$ cat src/rtl/rrts_pkg.sv
`timescale 1ns / 1ps

package rrts_pkg;

    // Fixed field widths of the stream items
    localparam int ID_W        = 6;
    localparam int OP_W        = 3;
    localparam int STATUS_W    = 2;
    localparam int OUT_CNT_W   = 32;
    localparam int S_TDATA_W   = 16;
    localparam int M_TDATA_W   = 72;

    // Defaults for the top-level parameters
    localparam int MAX_THREADS_DEF = 64;
    localparam int COUNT_WIDTH_DEF = 32;

    // Operation codes
    localparam logic [OP_W-1:0] OP_SPAWN     = 3'd0;
    localparam logic [OP_W-1:0] OP_TERMINATE = 3'd1;
    localparam logic [OP_W-1:0] OP_BLOCK     = 3'd2;
    localparam logic [OP_W-1:0] OP_UNBLOCK   = 3'd3;
    localparam logic [OP_W-1:0] OP_TICK      = 3'd4;
    localparam logic [OP_W-1:0] OP_READ      = 3'd5;

    // Status codes
    localparam logic [STATUS_W-1:0] STAT_OK           = 2'd0;
    localparam logic [STATUS_W-1:0] STAT_NO_THREAD    = 2'd1;
    localparam logic [STATUS_W-1:0] STAT_DUPLICATE    = 2'd2;
    localparam logic [STATUS_W-1:0] STAT_NO_SUCCESSOR = 2'd3;

    // Field write enables of the link memory
    typedef struct packed {
        logic nxt;
        logic prv;
    } link_we_t;

    // One result item
    typedef struct packed {
        logic [ID_W-1:0]      running_id;
        logic [STATUS_W-1:0]  status;
        logic [OUT_CNT_W-1:0] thread_quanta;
        logic [OUT_CNT_W-1:0] total_quanta;
    } result_t;

endpackage

$ cat src/rtl/rrts_link_ram.sv
`timescale 1ns / 1ps

module rrts_link_ram #(
    parameter int MAX_THREADS = rrts_pkg::MAX_THREADS_DEF,
    localparam int TW = $clog2(MAX_THREADS),
    localparam int LW = TW + 1
) (
    input  logic              clk,
    input  rrts_pkg::link_we_t we,
    input  logic [TW-1:0]     waddr,
    input  logic [LW-1:0]     wnext,
    input  logic [LW-1:0]     wprev,
    input  logic [TW-1:0]     raddr,
    output logic [LW-1:0]     rnext,
    output logic [LW-1:0]     rprev
);

    // Successor link in the upper half, predecessor link in the lower half
    logic [2*LW-1:0] link_mem [MAX_THREADS];
    logic [2*LW-1:0] rd_reg;

    // Write each half under its own enable, register the read
    always_ff @(posedge clk)
    begin
        if (we.nxt)
        begin
            link_mem[waddr][2*LW-1:LW] <= wnext;
        end
        if (we.prv)
        begin
            link_mem[waddr][LW-1:0] <= wprev;
        end
        rd_reg <= link_mem[raddr];
    end

    assign rnext = rd_reg[2*LW-1:LW];
    assign rprev = rd_reg[LW-1:0];

endmodule

$ cat src/rtl/rrts_info_ram.sv
`timescale 1ns / 1ps

module rrts_info_ram #(
    parameter int MAX_THREADS = rrts_pkg::MAX_THREADS_DEF,
    parameter int COUNT_WIDTH = rrts_pkg::COUNT_WIDTH_DEF,
    localparam int TW = $clog2(MAX_THREADS),
    localparam int DW = COUNT_WIDTH + 2
) (
    input  logic          clk,
    input  logic          we,
    input  logic [TW-1:0] waddr,
    input  logic [DW-1:0] wdata,
    input  logic [TW-1:0] raddr,
    output logic [DW-1:0] rdata
);

    // Exists flag, blocked flag and quantum count of each thread
    logic [DW-1:0] info_mem [MAX_THREADS];
    logic [DW-1:0] rd_reg;

    // Write whole entries, register the read
    always_ff @(posedge clk)
    begin
        if (we)
        begin
            info_mem[waddr] <= wdata;
        end
        rd_reg <= info_mem[raddr];
    end

    assign rdata = rd_reg;

endmodule

$ cat src/rtl/rrts_seq.sv
`timescale 1ns / 1ps

module rrts_seq #(
    parameter int MAX_THREADS = rrts_pkg::MAX_THREADS_DEF,
    parameter int COUNT_WIDTH = rrts_pkg::COUNT_WIDTH_DEF,
    localparam int TW = $clog2(MAX_THREADS),
    localparam int LW = TW + 1,
    localparam int DW = COUNT_WIDTH + 2
) (
    input  logic                        clk,
    input  logic                        rst_n,
    // command side
    input  logic                        in_valid,
    output logic                        in_ready,
    input  logic [rrts_pkg::OP_W-1:0]   in_op,
    input  logic [rrts_pkg::ID_W-1:0]   in_id,
    // result side
    input  logic                        res_ready,
    output logic                        res_valid,
    output rrts_pkg::result_t           res,
    // link memory
    output rrts_pkg::link_we_t          link_we,
    output logic [TW-1:0]               link_waddr,
    output logic [LW-1:0]               link_wnext,
    output logic [LW-1:0]               link_wprev,
    output logic [TW-1:0]               link_raddr,
    input  logic [LW-1:0]               link_rnext,
    input  logic [LW-1:0]               link_rprev,
    // info memory
    output logic                        info_we,
    output logic [TW-1:0]               info_waddr,
    output logic [DW-1:0]               info_wdata,
    output logic [TW-1:0]               info_raddr,
    input  logic [DW-1:0]               info_rdata
);

    localparam int XW = rrts_pkg::ID_W + TW;
    localparam int CXW = COUNT_WIDTH + rrts_pkg::OUT_CNT_W;
    localparam logic [LW-1:0] NONE = LW'(MAX_THREADS);
    localparam logic [TW-1:0] LAST_IDX = TW'(MAX_THREADS - 1);
    localparam int EX_BIT = COUNT_WIDTH + 1;
    localparam int BL_BIT = COUNT_WIDTH;

    localparam logic [2:0] S_CLR  = 3'd0;
    localparam logic [2:0] S_IDLE = 3'd1;
    localparam logic [2:0] S_EVAL = 3'd2;
    localparam logic [2:0] S_W2   = 3'd3;
    localparam logic [2:0] S_W3   = 3'd4;
    localparam logic [2:0] S_HOLD = 3'd5;

    // control state
    logic [2:0]             state_reg, state_next;
    logic [TW-1:0]          clr_reg, clr_next;
    logic [TW-1:0]          running_reg, running_next;
    logic [LW-1:0]          tail_reg, tail_next;
    logic [COUNT_WIDTH-1:0] total_reg, total_next;
    logic                   inc_reg, inc_next;
    rrts_pkg::link_we_t     b_we_reg, b_we_next;
    rrts_pkg::link_we_t     c_we_reg, c_we_next;

    // payload
    logic [rrts_pkg::OP_W-1:0]     op_reg;
    logic [TW-1:0]                 id_reg;
    logic                          idok_reg;
    logic [rrts_pkg::STATUS_W-1:0] status_reg, status_next;
    logic [COUNT_WIDTH-1:0]        tq_reg, tq_next;
    logic [TW-1:0]                 b_addr_reg, b_addr_next, c_addr_reg, c_addr_next;
    logic [LW-1:0]                 b_nxt_reg, b_nxt_next, c_prv_reg, c_prv_next;
    logic [LW-1:0]                 c_nxt_reg, c_nxt_next;

    // command decode
    logic [XW-1:0] in_ext;
    logic          in_ok;
    logic [TW-1:0] in_idx;

    // read data views
    logic                   rd_exists, rd_blocked;
    logic [COUNT_WIDTH-1:0] rd_quanta, quanta_inc;
    logic                   known, is_run;
    logic [LW-1:0]          run_link, id_link, tail_eff, tail_adv, tail_tick, tail_unl;
    logic [TW-1:0]          nw;

    // evaluation-cycle writes
    rrts_pkg::link_we_t     ev_lwe;
    logic [TW-1:0]          ev_laddr;
    logic [LW-1:0]          ev_lnext, ev_lprev;
    logic                   ev_iwe;
    logic [DW-1:0]          ev_idata;

    // output widening
    logic [XW-1:0]  run_ext;
    logic [CXW-1:0] tq_ext, total_ext;

    assign in_ext = XW'(in_id);
    assign in_ok  = in_ext < XW'(MAX_THREADS);
    assign in_idx = in_ok ? in_ext[TW-1:0] : '0;

    assign rd_exists  = info_rdata[EX_BIT];
    assign rd_blocked = info_rdata[BL_BIT];
    assign rd_quanta  = info_rdata[COUNT_WIDTH-1:0];
    assign quanta_inc = rd_quanta + COUNT_WIDTH'(1);

    assign known    = idok_reg && rd_exists;
    assign is_run   = (id_reg == running_reg);
    assign run_link = LW'(running_reg);
    assign id_link  = LW'(id_reg);
    assign nw       = link_rnext[TW-1:0];

    // Tail seen by an enqueue, after an advance, and after an unlink
    assign tail_eff  = (tail_reg != NONE) ? tail_reg : run_link;
    assign tail_adv  = (tail_reg == link_rnext) ? NONE : tail_reg;
    assign tail_tick = (tail_adv != NONE) ? tail_adv : link_rnext;
    assign tail_unl  = (tail_reg != id_link) ? tail_reg :
                       ((link_rprev == run_link || link_rprev == NONE) ? NONE : link_rprev);

    // Decide the operation once both memory reads have landed
    always_comb
    begin
        ev_lwe       = '0;
        ev_laddr     = id_reg;
        ev_lnext     = NONE;
        ev_lprev     = NONE;
        ev_iwe       = 1'b0;
        ev_idata     = {rd_exists, rd_blocked, rd_quanta};
        status_next  = rrts_pkg::STAT_OK;
        tq_next      = '0;
        b_we_next    = '0;
        b_addr_next  = id_reg;
        b_nxt_next   = NONE;
        c_we_next    = '0;
        c_addr_next  = nw;
        c_prv_next   = link_rprev;
        c_nxt_next   = NONE;
        inc_next     = 1'b0;
        running_next = running_reg;
        tail_next    = tail_reg;
        total_next   = total_reg;

        case (op_reg)
            rrts_pkg::OP_SPAWN:
            begin
                if (!idok_reg)
                begin
                    status_next = rrts_pkg::STAT_NO_THREAD;
                end
                else if (rd_exists)
                begin
                    status_next = rrts_pkg::STAT_DUPLICATE;
                end
                else
                begin
                    ev_iwe        = 1'b1;
                    ev_idata      = {1'b1, 1'b0, {COUNT_WIDTH{1'b0}}};
                    ev_lwe.nxt    = 1'b1;
                    ev_lwe.prv    = 1'b1;
                    ev_lprev      = tail_eff;
                    b_we_next.nxt = 1'b1;
                    b_addr_next   = tail_eff[TW-1:0];
                    b_nxt_next    = id_link;
                    tail_next     = id_link;
                end
            end

            rrts_pkg::OP_TERMINATE:
            begin
                if (!known)
                begin
                    status_next = rrts_pkg::STAT_NO_THREAD;
                end
                else if (is_run && link_rnext == NONE)
                begin
                    // nothing ready: keep running and count the quantum
                    ev_iwe      = 1'b1;
                    ev_idata    = {rd_exists, rd_blocked, quanta_inc};
                    total_next  = total_reg + COUNT_WIDTH'(1);
                    status_next = rrts_pkg::STAT_NO_SUCCESSOR;
                end
                else
                begin
                    ev_iwe     = 1'b1;
                    ev_idata   = '0;
                    ev_lwe.nxt = 1'b1;
                    ev_lwe.prv = 1'b1;
                    if (is_run)
                    begin
                        b_we_next.prv = 1'b1;
                        b_addr_next   = nw;
                        inc_next      = 1'b1;
                        total_next    = total_reg + COUNT_WIDTH'(1);
                        running_next  = nw;
                        tail_next     = tail_adv;
                    end
                    else
                    begin
                        b_we_next.nxt = (link_rprev != NONE);
                        b_addr_next   = link_rprev[TW-1:0];
                        b_nxt_next    = link_rnext;
                        c_we_next.prv = (link_rnext != NONE);
                        tail_next     = tail_unl;
                    end
                end
            end

            rrts_pkg::OP_BLOCK:
            begin
                if (!known)
                begin
                    status_next = rrts_pkg::STAT_NO_THREAD;
                end
                else if (!rd_blocked)
                begin
                    ev_iwe   = 1'b1;
                    ev_idata = {1'b1, 1'b1, rd_quanta};
                    if (!is_run)
                    begin
                        ev_lwe.nxt    = 1'b1;
                        ev_lwe.prv    = 1'b1;
                        b_we_next.nxt = (link_rprev != NONE);
                        b_addr_next   = link_rprev[TW-1:0];
                        b_nxt_next    = link_rnext;
                        c_we_next.prv = (link_rnext != NONE);
                        tail_next     = tail_unl;
                    end
                end
            end

            rrts_pkg::OP_UNBLOCK:
            begin
                if (!known)
                begin
                    status_next = rrts_pkg::STAT_NO_THREAD;
                end
                else if (rd_blocked)
                begin
                    ev_iwe   = 1'b1;
                    ev_idata = {1'b1, 1'b0, rd_quanta};
                    if (!is_run)
                    begin
                        ev_lwe.nxt    = 1'b1;
                        ev_lwe.prv    = 1'b1;
                        ev_lprev      = tail_eff;
                        b_we_next.nxt = 1'b1;
                        b_addr_next   = tail_eff[TW-1:0];
                        b_nxt_next    = id_link;
                        tail_next     = id_link;
                    end
                end
            end

            rrts_pkg::OP_TICK:
            begin
                ev_laddr   = running_reg;
                total_next = total_reg + COUNT_WIDTH'(1);
                if (link_rnext == NONE)
                begin
                    ev_iwe   = 1'b1;
                    ev_idata = {rd_exists, rd_blocked, quanta_inc};
                end
                else
                begin
                    b_we_next.prv = 1'b1;
                    b_addr_next   = nw;
                    inc_next      = 1'b1;
                    running_next  = nw;
                    tail_next     = tail_adv;
                    ev_lwe.nxt    = 1'b1;
                    if (!rd_blocked)
                    begin
                        // requeue the preempted thread at the tail
                        ev_lwe.prv    = 1'b1;
                        ev_lprev      = tail_tick;
                        c_we_next.nxt = 1'b1;
                        c_addr_next   = tail_tick[TW-1:0];
                        c_nxt_next    = run_link;
                        tail_next     = run_link;
                    end
                end
            end

            rrts_pkg::OP_READ:
            begin
                if (!known)
                begin
                    status_next = rrts_pkg::STAT_NO_THREAD;
                end
                else
                begin
                    tq_next = rd_quanta;
                end
            end

            default:
            begin
                status_next = rrts_pkg::STAT_OK;
            end
        endcase
    end

    // Sequencer
    always_comb
    begin
        state_next = state_reg;
        clr_next   = clr_reg;
        case (state_reg)
            S_CLR:
            begin
                clr_next = clr_reg + TW'(1);
                if (clr_reg == LAST_IDX)
                begin
                    state_next = S_IDLE;
                end
            end
            S_IDLE:
            begin
                if (in_valid)
                begin
                    state_next = S_EVAL;
                end
            end
            S_EVAL:
            begin
                state_next = S_W2;
            end
            S_W2:
            begin
                state_next = S_W3;
            end
            S_W3, S_HOLD:
            begin
                state_next = res_ready ? S_IDLE : S_HOLD;
            end
            default:
            begin
                state_next = S_IDLE;
            end
        endcase
    end

    assign in_ready  = (state_reg == S_IDLE);
    assign res_valid = (state_reg == S_W3 || state_reg == S_HOLD) && res_ready;

    // Memory read addresses: command thread on accept (running thread for a tick), successor during evaluation
    assign link_raddr = (in_op == rrts_pkg::OP_TICK) ? running_reg : in_idx;
    assign info_raddr = (state_reg == S_EVAL) ? nw : link_raddr;

    // Link memory write port
    always_comb
    begin
        link_we    = '0;
        link_waddr = clr_reg;
        link_wnext = NONE;
        link_wprev = NONE;
        case (state_reg)
            S_CLR:
            begin
                link_we.nxt = 1'b1;
                link_we.prv = 1'b1;
            end
            S_EVAL:
            begin
                link_we    = ev_lwe;
                link_waddr = ev_laddr;
                link_wnext = ev_lnext;
                link_wprev = ev_lprev;
            end
            S_W2:
            begin
                link_we    = b_we_reg;
                link_waddr = b_addr_reg;
                link_wnext = b_nxt_reg;
            end
            S_W3:
            begin
                link_we    = c_we_reg;
                link_waddr = c_addr_reg;
                link_wnext = c_nxt_reg;
                link_wprev = c_prv_reg;
            end
            default:
            begin
                link_we = '0;
            end
        endcase
    end

    // Info memory write port
    always_comb
    begin
        info_we    = 1'b0;
        info_waddr = clr_reg;
        info_wdata = {(clr_reg == '0), 1'b0, {COUNT_WIDTH{1'b0}}};
        case (state_reg)
            S_CLR:
            begin
                info_we = 1'b1;
            end
            S_EVAL:
            begin
                info_we    = ev_iwe;
                info_waddr = ev_laddr;
                info_wdata = ev_idata;
            end
            S_W2:
            begin
                // successor's count, read during evaluation
                info_we    = inc_reg;
                info_waddr = running_reg;
                info_wdata = {rd_exists, rd_blocked, quanta_inc};
            end
            default:
            begin
                info_we = 1'b0;
            end
        endcase
    end

    // Control registers
    always_ff @(posedge clk or negedge rst_n)
    begin
        if (!rst_n)
        begin
            state_reg   <= S_CLR;
            clr_reg     <= '0;
            running_reg <= '0;
            tail_reg    <= NONE;
            total_reg   <= '0;
            inc_reg     <= 1'b0;
            b_we_reg    <= '0;
            c_we_reg    <= '0;
        end
        else
        begin
            state_reg <= state_next;
            clr_reg   <= clr_next;
            if (state_reg == S_EVAL)
            begin
                running_reg <= running_next;
                tail_reg    <= tail_next;
                total_reg   <= total_next;
                inc_reg     <= inc_next;
                b_we_reg    <= b_we_next;
                c_we_reg    <= c_we_next;
            end
        end
    end

    // Payload registers
    always_ff @(posedge clk)
    begin
        if (state_reg == S_IDLE && in_valid)
        begin
            op_reg   <= in_op;
            id_reg   <= in_idx;
            idok_reg <= in_ok;
        end
        if (state_reg == S_EVAL)
        begin
            status_reg <= status_next;
            tq_reg     <= tq_next;
            b_addr_reg <= b_addr_next;
            b_nxt_reg  <= b_nxt_next;
            c_addr_reg <= c_addr_next;
            c_prv_reg  <= c_prv_next;
            c_nxt_reg  <= c_nxt_next;
        end
    end

    // Result item
    assign run_ext   = XW'(running_reg);
    assign tq_ext    = CXW'(tq_reg);
    assign total_ext = CXW'(total_reg);

    always_comb
    begin
        res.running_id    = run_ext[rrts_pkg::ID_W-1:0];
        res.status        = status_reg;
        res.thread_quanta = tq_ext[rrts_pkg::OUT_CNT_W-1:0];
        res.total_quanta  = total_ext[rrts_pkg::OUT_CNT_W-1:0];
    end

    // The running thread is never the queue tail
    assert property (@(posedge clk) disable iff (!rst_n) tail_reg != LW'(running_reg))
        else $error("running thread recorded as queue tail");

    // The total quantum count only changes in the evaluation cycle
    assert property (@(posedge clk) disable iff (!rst_n)
        state_reg != S_EVAL |=> $stable(total_reg))
        else $error("total count changed outside evaluation");

    // The running thread only changes in the evaluation cycle
    assert property (@(posedge clk) disable iff (!rst_n)
        state_reg != S_EVAL |=> $stable(running_reg))
        else $error("running thread changed outside evaluation");

    // One result per command, never on consecutive cycles
    assert property (@(posedge clk) disable iff (!rst_n) res_valid |=> !res_valid)
        else $error("result repeated");

endmodule

$ cat src/rtl/round_robin_thread_scheduler_core.sv
// Path: after its command transfer, a result passes the EVAL, W2 and W3 states, then the output register.
// The next command is taken only once the sequencer is back in idle, a pace set by its three write passes
// over the single write port of the link memory (read, evaluate, two follow-up writes).
// A finished result waits in the output register while the next command is taken.
// Reset: asynchronous, active low; afterwards a clearing pass over every thread entry
// initialises both memories with s_tready low, then thread 0 runs alone.
`timescale 1ns / 1ps

module round_robin_thread_scheduler_core #(
    parameter int MAX_THREADS = rrts_pkg::MAX_THREADS_DEF,
    parameter int COUNT_WIDTH = rrts_pkg::COUNT_WIDTH_DEF
) (
    input  logic                           clk,
    input  logic                           rst_n,
    input  logic                           s_tvalid,
    output logic                           s_tready,
    input  logic [rrts_pkg::S_TDATA_W-1:0] s_tdata,  // opcode[2:0], thread_id[8:3]
    output logic                           m_tvalid,
    input  logic                           m_tready,
    output logic [rrts_pkg::M_TDATA_W-1:0] m_tdata   // running_id[5:0], status[7:6],
                                                     // thread_quanta[39:8], total_quanta[71:40]
);

    localparam int TW = $clog2(MAX_THREADS);
    localparam int LW = TW + 1;
    localparam int DW = COUNT_WIDTH + 2;

    rrts_pkg::link_we_t link_we;
    logic [TW-1:0]      link_waddr, link_raddr;
    logic [LW-1:0]      link_wnext, link_wprev, link_rnext, link_rprev;
    logic               info_we;
    logic [TW-1:0]      info_waddr, info_raddr;
    logic [DW-1:0]      info_wdata, info_rdata;

    logic               res_ready, res_valid;
    rrts_pkg::result_t  res;

    logic                           m_tvalid_reg, m_tvalid_next;
    logic [rrts_pkg::M_TDATA_W-1:0] m_tdata_reg;

    rrts_seq #(
        .MAX_THREADS (MAX_THREADS),
        .COUNT_WIDTH (COUNT_WIDTH)
    ) u_seq (
        .clk        (clk),
        .rst_n      (rst_n),
        .in_valid   (s_tvalid),
        .in_ready   (s_tready),
        .in_op      (s_tdata[2:0]),
        .in_id      (s_tdata[8:3]),
        .res_ready  (res_ready),
        .res_valid  (res_valid),
        .res        (res),
        .link_we    (link_we),
        .link_waddr (link_waddr),
        .link_wnext (link_wnext),
        .link_wprev (link_wprev),
        .link_raddr (link_raddr),
        .link_rnext (link_rnext),
        .link_rprev (link_rprev),
        .info_we    (info_we),
        .info_waddr (info_waddr),
        .info_wdata (info_wdata),
        .info_raddr (info_raddr),
        .info_rdata (info_rdata)
    );

    rrts_link_ram #(
        .MAX_THREADS (MAX_THREADS)
    ) u_link_ram (
        .clk   (clk),
        .we    (link_we),
        .waddr (link_waddr),
        .wnext (link_wnext),
        .wprev (link_wprev),
        .raddr (link_raddr),
        .rnext (link_rnext),
        .rprev (link_rprev)
    );

    rrts_info_ram #(
        .MAX_THREADS (MAX_THREADS),
        .COUNT_WIDTH (COUNT_WIDTH)
    ) u_info_ram (
        .clk   (clk),
        .we    (info_we),
        .waddr (info_waddr),
        .wdata (info_wdata),
        .raddr (info_raddr),
        .rdata (info_rdata)
    );

    // Output register: free when empty or when its transfer completes
    assign res_ready = !m_tvalid_reg || m_tready;

    always_comb
    begin
        m_tvalid_next = m_tvalid_reg;
        if (res_valid)
        begin
            m_tvalid_next = 1'b1;
        end
        else if (m_tready)
        begin
            m_tvalid_next = 1'b0;
        end
    end

    always_ff @(posedge clk or negedge rst_n)
    begin
        if (!rst_n)
        begin
            m_tvalid_reg <= 1'b0;
        end
        else
        begin
            m_tvalid_reg <= m_tvalid_next;
        end
    end

    // Load the result, first field in the lowest bits
    always_ff @(posedge clk)
    begin
        if (res_valid)
        begin
            m_tdata_reg <= {res.total_quanta, res.thread_quanta, res.status, res.running_id};
        end
    end

    assign m_tvalid = m_tvalid_reg;
    assign m_tdata  = m_tdata_reg;

endmodule
$ cat config.mk
export PLATFORM = sky130hd
export DESIGN_NAME = round_robin_thread_scheduler_core
export DESIGN_NICKNAME = d
export VERILOG_FILES = /design/src/rtl/rrts_pkg.sv /design/src/rtl/rrts_link_ram.sv /design/src/rtl/rrts_info_ram.sv /design/src/rtl/rrts_seq.sv /design/src/rtl/round_robin_thread_scheduler_core.sv
export SDC_FILE = /design/constraint.sdc
export NUM_CORES = 2
export LEC_CHECK = 0
export ABC_AREA = 0
export ABC_CLOCK_PERIOD_IN_PS = 17400
export CORE_ASPECT_RATIO = 0.8
export CORE_MARGIN = 2
export CORE_UTILIZATION = 35
export CTS_CLUSTER_SIZE = 40
export DETAILED_ROUTE_END_ITERATION = 10
export DONT_BUFFER_PORTS = 1
export HOLD_SLACK_MARGIN = 0.15
export PLACE_DENSITY = 0.56
export SYNTH_ARGS = -nofsm -noshare
export SYNTH_HDL_FRONTEND = slang
export SYNTH_SLANG_ARGS = --single-unit
export TNS_END_PERCENT = 50
$ cat constraint.sdc
create_clock -name clk -period 17.4 [get_ports clk]
set_input_delay 3.48 -clock clk [delete_from_list [all_inputs] [get_ports clk]]
set_output_delay 3.48 -clock clk [all_outputs]
set_load 0.02 [all_outputs]
* Word-level counts from Yosys, hierarchy flattened
Memory sizes are Yosys's and may differ from the RTL's. A register that Yosys moved wholly into a read port is not among the register bits.
Cells that the tools add are included.
** Word-level totals
- Memories kept :: 2
- Register bits :: 209
- Bits in writable memories :: 3072
- Output and inout bits :: 74
- Logic and storage cells :: 236
** Operators by class
- Bitwise operators :: 1
- Add/subtract/negate cells :: 3
- Multiplexer cells :: 146
- Order comparisons :: 1
- Eq/ne operators :: 37
- Reductions and logical operators :: 23
** Memory list
- u_info_ram.info_mem :: words 64, width 34, read ports 1, clocked after Yosys merged registers in 1, wr ports 1, line rrts_info_ram.sv:18 : logic [DW-1:0] info_mem [MAX_THREADS];
- u_link_ram.link_mem :: words 64, width 14, read ports 1, clocked after Yosys merged registers in 1, wr ports 1, line rrts_link_ram.sv:19 : logic [2*LW-1:0] link_mem [MAX_THREADS];
** Operators by type and width (number)
- 7-bit two-way mux :: 36
- 34-bit two-way mux :: 7
- 34-bit case mux with 5 select lines :: 1
- 6-bit two-way mux :: 23
- 32-bit two-way mux :: 4
- 34-bit case mux with 2 select lines :: 1
- 32-bit by 1-bit adder with 32-bit output, second input constant :: 2
- 32-bit case mux with 2 select lines :: 1
- 7-bit case mux with 5 select lines :: 1
- 1-bit two-way mux :: 34
- 33-bit two-way mux :: 1
- 2-bit two-way mux :: 16
- 6-bit case mux with 5 select lines :: 1
- 7-bit inequality test, second input constant :: 4
- 7-bit case mux with 2 select lines :: 2
- 7-bit case mux with 4 select lines :: 1
- 6-bit case mux with 2 select lines :: 2
- 7-bit case mux with 3 select lines :: 1
- 6-bit case mux with 3 select lines :: 1
- 3-bit == test, second input constant :: 5
- 3-bit case mux with 5 select lines :: 1
- 7-bit == test, second input constant :: 2
- 2-bit by 1-bit inequality test with 1-bit output, second input constant :: 7
- 2-bit inequality test, second input constant :: 7
- other kinds (32) :: 50

* Longest topological paths before layout
- Word-level depth :: 8
- Depth in mapped cells :: 14
- Gate-level depth less buffers :: 11

* By module
A second synthesis with hierarchy kept.
** Unflattened totals
- Cell total of the unflattened synthesis :: 6477
- Area total of the unflattened synthesis :: 129802.0 um^2
** By module, submodules not included
- rrts_info_ram :: cells each 3767, times used 1, area each 83681.5 um^2, seq. area each 66023.3 um^2
- rrts_link_ram :: cells each 1601, times used 1, area each 34956.0 um^2, seq. area each 27186.1 um^2
- rrts_seq :: cells each 1034, times used 1, area each 8954.8 um^2, seq. area each 3734.8 um^2
- round_robin_thread_scheduler_core :: cells each 75, times used 1, area each 2209.6 um^2, seq. area each 2187.1 um^2

* Worst setup path after synthesis
No wires, ideal clock.
- Path kind :: input-to-reg
- Start :: input port m_tready
- End :: register m_tdata_reg, in the netlist m_tdata[0] (enable)
- Data arrival time :: 6810 ps
- Setup slack :: 10079 ps
- Stages on the path :: 2
- Setup time :: 511 ps
- Data required time :: 16889 ps
- Cells stage by stage :: nand2b_1 -> nor2b_1
** Between the ends
- Cells in the longest elaborated chain, start to end :: 2
** RTL lines
- from (decl) :: line round_robin_thread_scheduler_core.sv:19 : input logic m_tready,
- 1-bit logical OR :: line round_robin_thread_scheduler_core.sv:94 : assign res_ready = !m_tvalid_reg || m_tready;
- 1-bit logical AND :: line rrts_seq.sv:340 : assign res_valid = (state_reg == S_W3 || state_reg == S_HOLD) && res_ready;
- to (signal assigned) :: line round_robin_thread_scheduler_core.sv:126 : m_tdata_reg <= {res.total_quanta, res.thread_quanta, res.status, res.running_id};
- to (decl) :: line round_robin_thread_scheduler_core.sv:39 : logic [rrts_pkg::M_TDATA_W-1:0] m_tdata_reg;
No other way between the ends.
A chain may end at the register's enable or synchronous reset.

* Final worst setup path
- Start :: input port s_tdata[0] (netlist bit)
- End :: register u_info_ram.rd_reg[32], in the netlist u_info_ram.rdata[32] (read register of u_info_ram.info_mem)
** Between the ends
- Cells in the longest elaborated chain, start to end :: 3
** RTL lines
- from (decl) :: line round_robin_thread_scheduler_core.sv:17 : input logic [rrts_pkg::S_TDATA_W-1:0] s_tdata,
- 3-bit == test :: line rrts_seq.sv:343 : assign link_raddr = (in_op == rrts_pkg::OP_TICK) ? running_reg : in_idx;
- 6-bit two-way mux :: line rrts_seq.sv:343
- 6-bit two-way mux :: line rrts_seq.sv:344 : assign info_raddr = (state_reg == S_EVAL) ? nw : link_raddr;
- to (decl) :: line rrts_info_ram.sv:19 : logic [DW-1:0] rd_reg;
No other way between the ends.

==> results.cfg <==
[setup_path]
arrival_ps = 9300
r2r-end = u_info_ram.rdata[32]$_DFF_P_
crit_type = in2reg
r2r_slack_ps = 9910
critical_path.max_stage_delay_ps = 1070
rr_worst_depth = 12
worstPathMaxFanout = 68
critical_path.most_common_cell = buf_4
crit_end = u_info_ram.rdata[32]$_DFF_P_
required_ps = 18210
critPathCaptureType = flop
worstPathCellList = nand4bb_1, o211ai_2, nand2_8, buf_4, buf_4, buf_4, nor2_1, a221o_1, a211oi_2, o221ai_1, o31a_1
crit_slowest_cell = a211oi_2
setup.worst_path.start = s_tdata[0]
r2r-start = u_seq.state_reg[0]$_DFFE_PN0P_
crit_path_start_kind = input port

[place]
gp_congestion = 0.8766
port_buffers = 0
dpl.hpwl_um = 230100
place_ws_ps = 8277
dp_cells = 13510

[synth]
ys_types = 96
yosysMostFrequentCell = edfxtp_1
syn_inst = 8827
syn_area_um2 = 132200
synth-main-ff-cell = edfxtp_1
ys_seq_elements = 3327
avgSynthCellArea_um2 = 14.98
synth_edf_count = 3220
ys_top_cells_by_area = edfxtp_1 (73%), nand2_1 (4.8%), mux2i_1 (3.6%), mux4_2 (2.0%), a21oi_1 (1.7%)
async_reset_ff_share_pct = 1.773
synth_warnings = 0
synth_area_leader_cell = edfxtp_1
synth_fp_nets = 8852
synth_commonest_cells = edfxtp_1 (3220), nand2_1 (1696), mux2i_1 (481), a21oi_1 (451), nor2_1 (317)
seq_area_frac_synth_pct = 74.99
yosys.area.top_type_share_pct = 73.15

[grt]
grt_use_total_pct = 20.17
antenna_found_initial = 23
globalRouteOverflowTotal = 0
grt_pass1_wl_um = 560700
grt_max_degree = 194
grt_pass1_vias = 75210

[routing]
ant_nets = 0
wl_per_cell_um = 28.35
viasPerCell = 5.676
drc = 0
num_vias = 80190
drtIter0Drc = 11110
totalWireLength_um = 400500
dr.pass1.iters = 6

[die]
io_pins = 94
rows = 201
die_w_um = 691.1
dieArea_um2 = 382700
fp.coreArea_um2 = 375500
start_util_pct = 35.21
die_h_um = 553.7

[power]
power_per_cell_area_nw_per_um2 = 163.1
clockPowerShare_pct = 29.0
switching_share_pct = 35.36
power.leakage_nw = 49.85
p_comb_share_pct = 27.7
seqPwrFrac_pct = 43.2
power.switching_mw = 8.640
p_int_mw = 15.80
vdd_drop_max_mv = 0.1058

[layout]
fin_cells = 14130
drive_gt1_share_pct = 12.06
nets = 8900
largest_reg_flops = 2176
area_growth_pct = 13.35

[timing]
rsz0062_at_grt = no
fin_crit_ps = 8494
relSlewSlack_pct = 8.162
max_freq_mhz = 117.7
setup-violations-final = 0
setup_ws_ps = 8906
clock_skew_ps = 92.12
max_slew.worst_pin.slew_ps = 1360
final.period_utilization_pct = 48.81
hold_violations = 0
fin_setup_tns_ps = 0
maxSlewViolCount = 0

[clock_network]
postCtsResizedCells = 0
clkTransAtPathRegs_ps = 60
cts.path.max_buffers = 4
clock-root-buffer = clkbuf_16
htreeDepth = 5
cts_setup_buffers = 0
clkSinkCount = 3327
clk_latency_ps = 940
numCtsBuffers = 341
cts_tree = done
ctsHoldBuffers = 0

[outcome]
status = complete, no violations

[min_path]
min_path_type = reg2reg

[flow_run]
maxCapViolCount = 0
metrics by stage:
step	total power [mW]	hold slack (ps)	instance area [um^2]	utilization, %
floorplan	14.11	400.3	132200	-
global placement	17.19	406.2	139100	37.05
detailed placement	17.33	404.5	139100	37.05
CTS	24.36	412.5	149800	39.90
global route	25.14	418.5	149800	39.90
finish	24.44	409.3	149800	39.91
cell type report:
| type | instances | area [um^2] |
|---|---|---|
| timing repair buffer | 272 | 2180 |
| clock buffer | 439 | 9265 |
| fill | 33900 | 225600 |
| antenna | 9 | 22.52 |
| inverter | 20 | 77.57 |
| multi-input combinational | 4913 | 31500 |
| sequential | 3327 | 99130 |
| tap | 4973 | 6222 |
| clock inverter | 173 | 1439 |
cell families after synthesis:
family                   share of synthesized area, %
flip-flops                                      74.99
multiplexers                                    6.263
AND/OR/NAND/NOR                                 8.797
AO/OA/AOI/OAI                                   7.370
XOR/XNOR                                       0.4174
adder cells (fa/ha/maj)                       0.04733
buffers and inverters                           2.114
layout by cell type (no fill, tap or decap), types with 19 or more instances in the layout:
cell       count
dfrtp_1       58
mux4_2       118
a2111oi_0     28
a21oi_1      445
o22ai_1      154
clkbuf_16    352
mux2_2        64
edfxtp_1    3220
bufinv_16     20
nand3_1      278
nor3_1        30
a22oi_1       41
clkinv_1      77
nor2_4        66
buf_4        261
a31oi_1       71
nand2_1     1692
nand2b_1      19
and2_1        57
nand4_1       50
clkinv_2      51
o31ai_1       36
a221oi_1      90
or4_1         29
a311oi_1     113
dfxtp_1       48
clkbuf_1      74
a221o_1       26
a22o_1        22
o21ai_0      171
o21ai_4       32
nor2_1       249
xnor2_1       38
nor4_1        82
o221ai_1      25
o2bb2ai_1     24
mux2i_1      480
xor2_1        25
and3_1        99
worst max-delay path, delay by kind of cell:
family	cells	cell delay [ps]
AO/OA/AOI/OAI	5	2340
buffers and inverters	3	1980
AND/OR/NAND/NOR	3	1270
power by group through the flow:
stage,Sequential (mW),Combinational [mW],Clock [mW]
floorplan,10.6,3.54,0
global placement,10.7,6.50,0
detailed placement,10.7,6.62,0
CTS,10.5,6.63,7.19
global route,10.6,7.06,7.49
finish,10.6,6.78,7.10
metal layers:
metal  vias up  wire length [um]  GRT usage [%]
met5         -               184         0.1995
met4        14             12000          5.837
met3       635             44800          4.912
met2      4266            170100          29.13
met1     41220            173400          30.01
li1      34050                 -              -
how the worst min path moves through the flow:
| stage | start | end | slack (ps) | cells past startpoint |
|---|---|---|---|---|
| floorplan | u_seq.tq_reg[2]$_SDFFCE_PN0P_ | m_tdata[10]$_DFFE_PP_ | 400 | 0 |
| global placement | u_seq.tq_reg[23]$_SDFFCE_PN0P_ | m_tdata[31]$_DFFE_PP_ | 410 | 0 |
| detailed placement | u_seq.tq_reg[4]$_SDFFCE_PN0P_ | m_tdata[12]$_DFFE_PP_ | 400 | 0 |
| CTS | u_seq.tq_reg[4]$_SDFFCE_PN0P_ | m_tdata[12]$_DFFE_PP_ | 410 | 0 |
| global route | u_seq.tq_reg[4]$_SDFFCE_PN0P_ | m_tdata[12]$_DFFE_PP_ | 420 | 0 |
| finish | u_seq.tq_reg[4]$_SDFFCE_PN0P_ | m_tdata[12]$_DFFE_PP_ | 410 | 0 |
(Power assumes the default switching activity.)
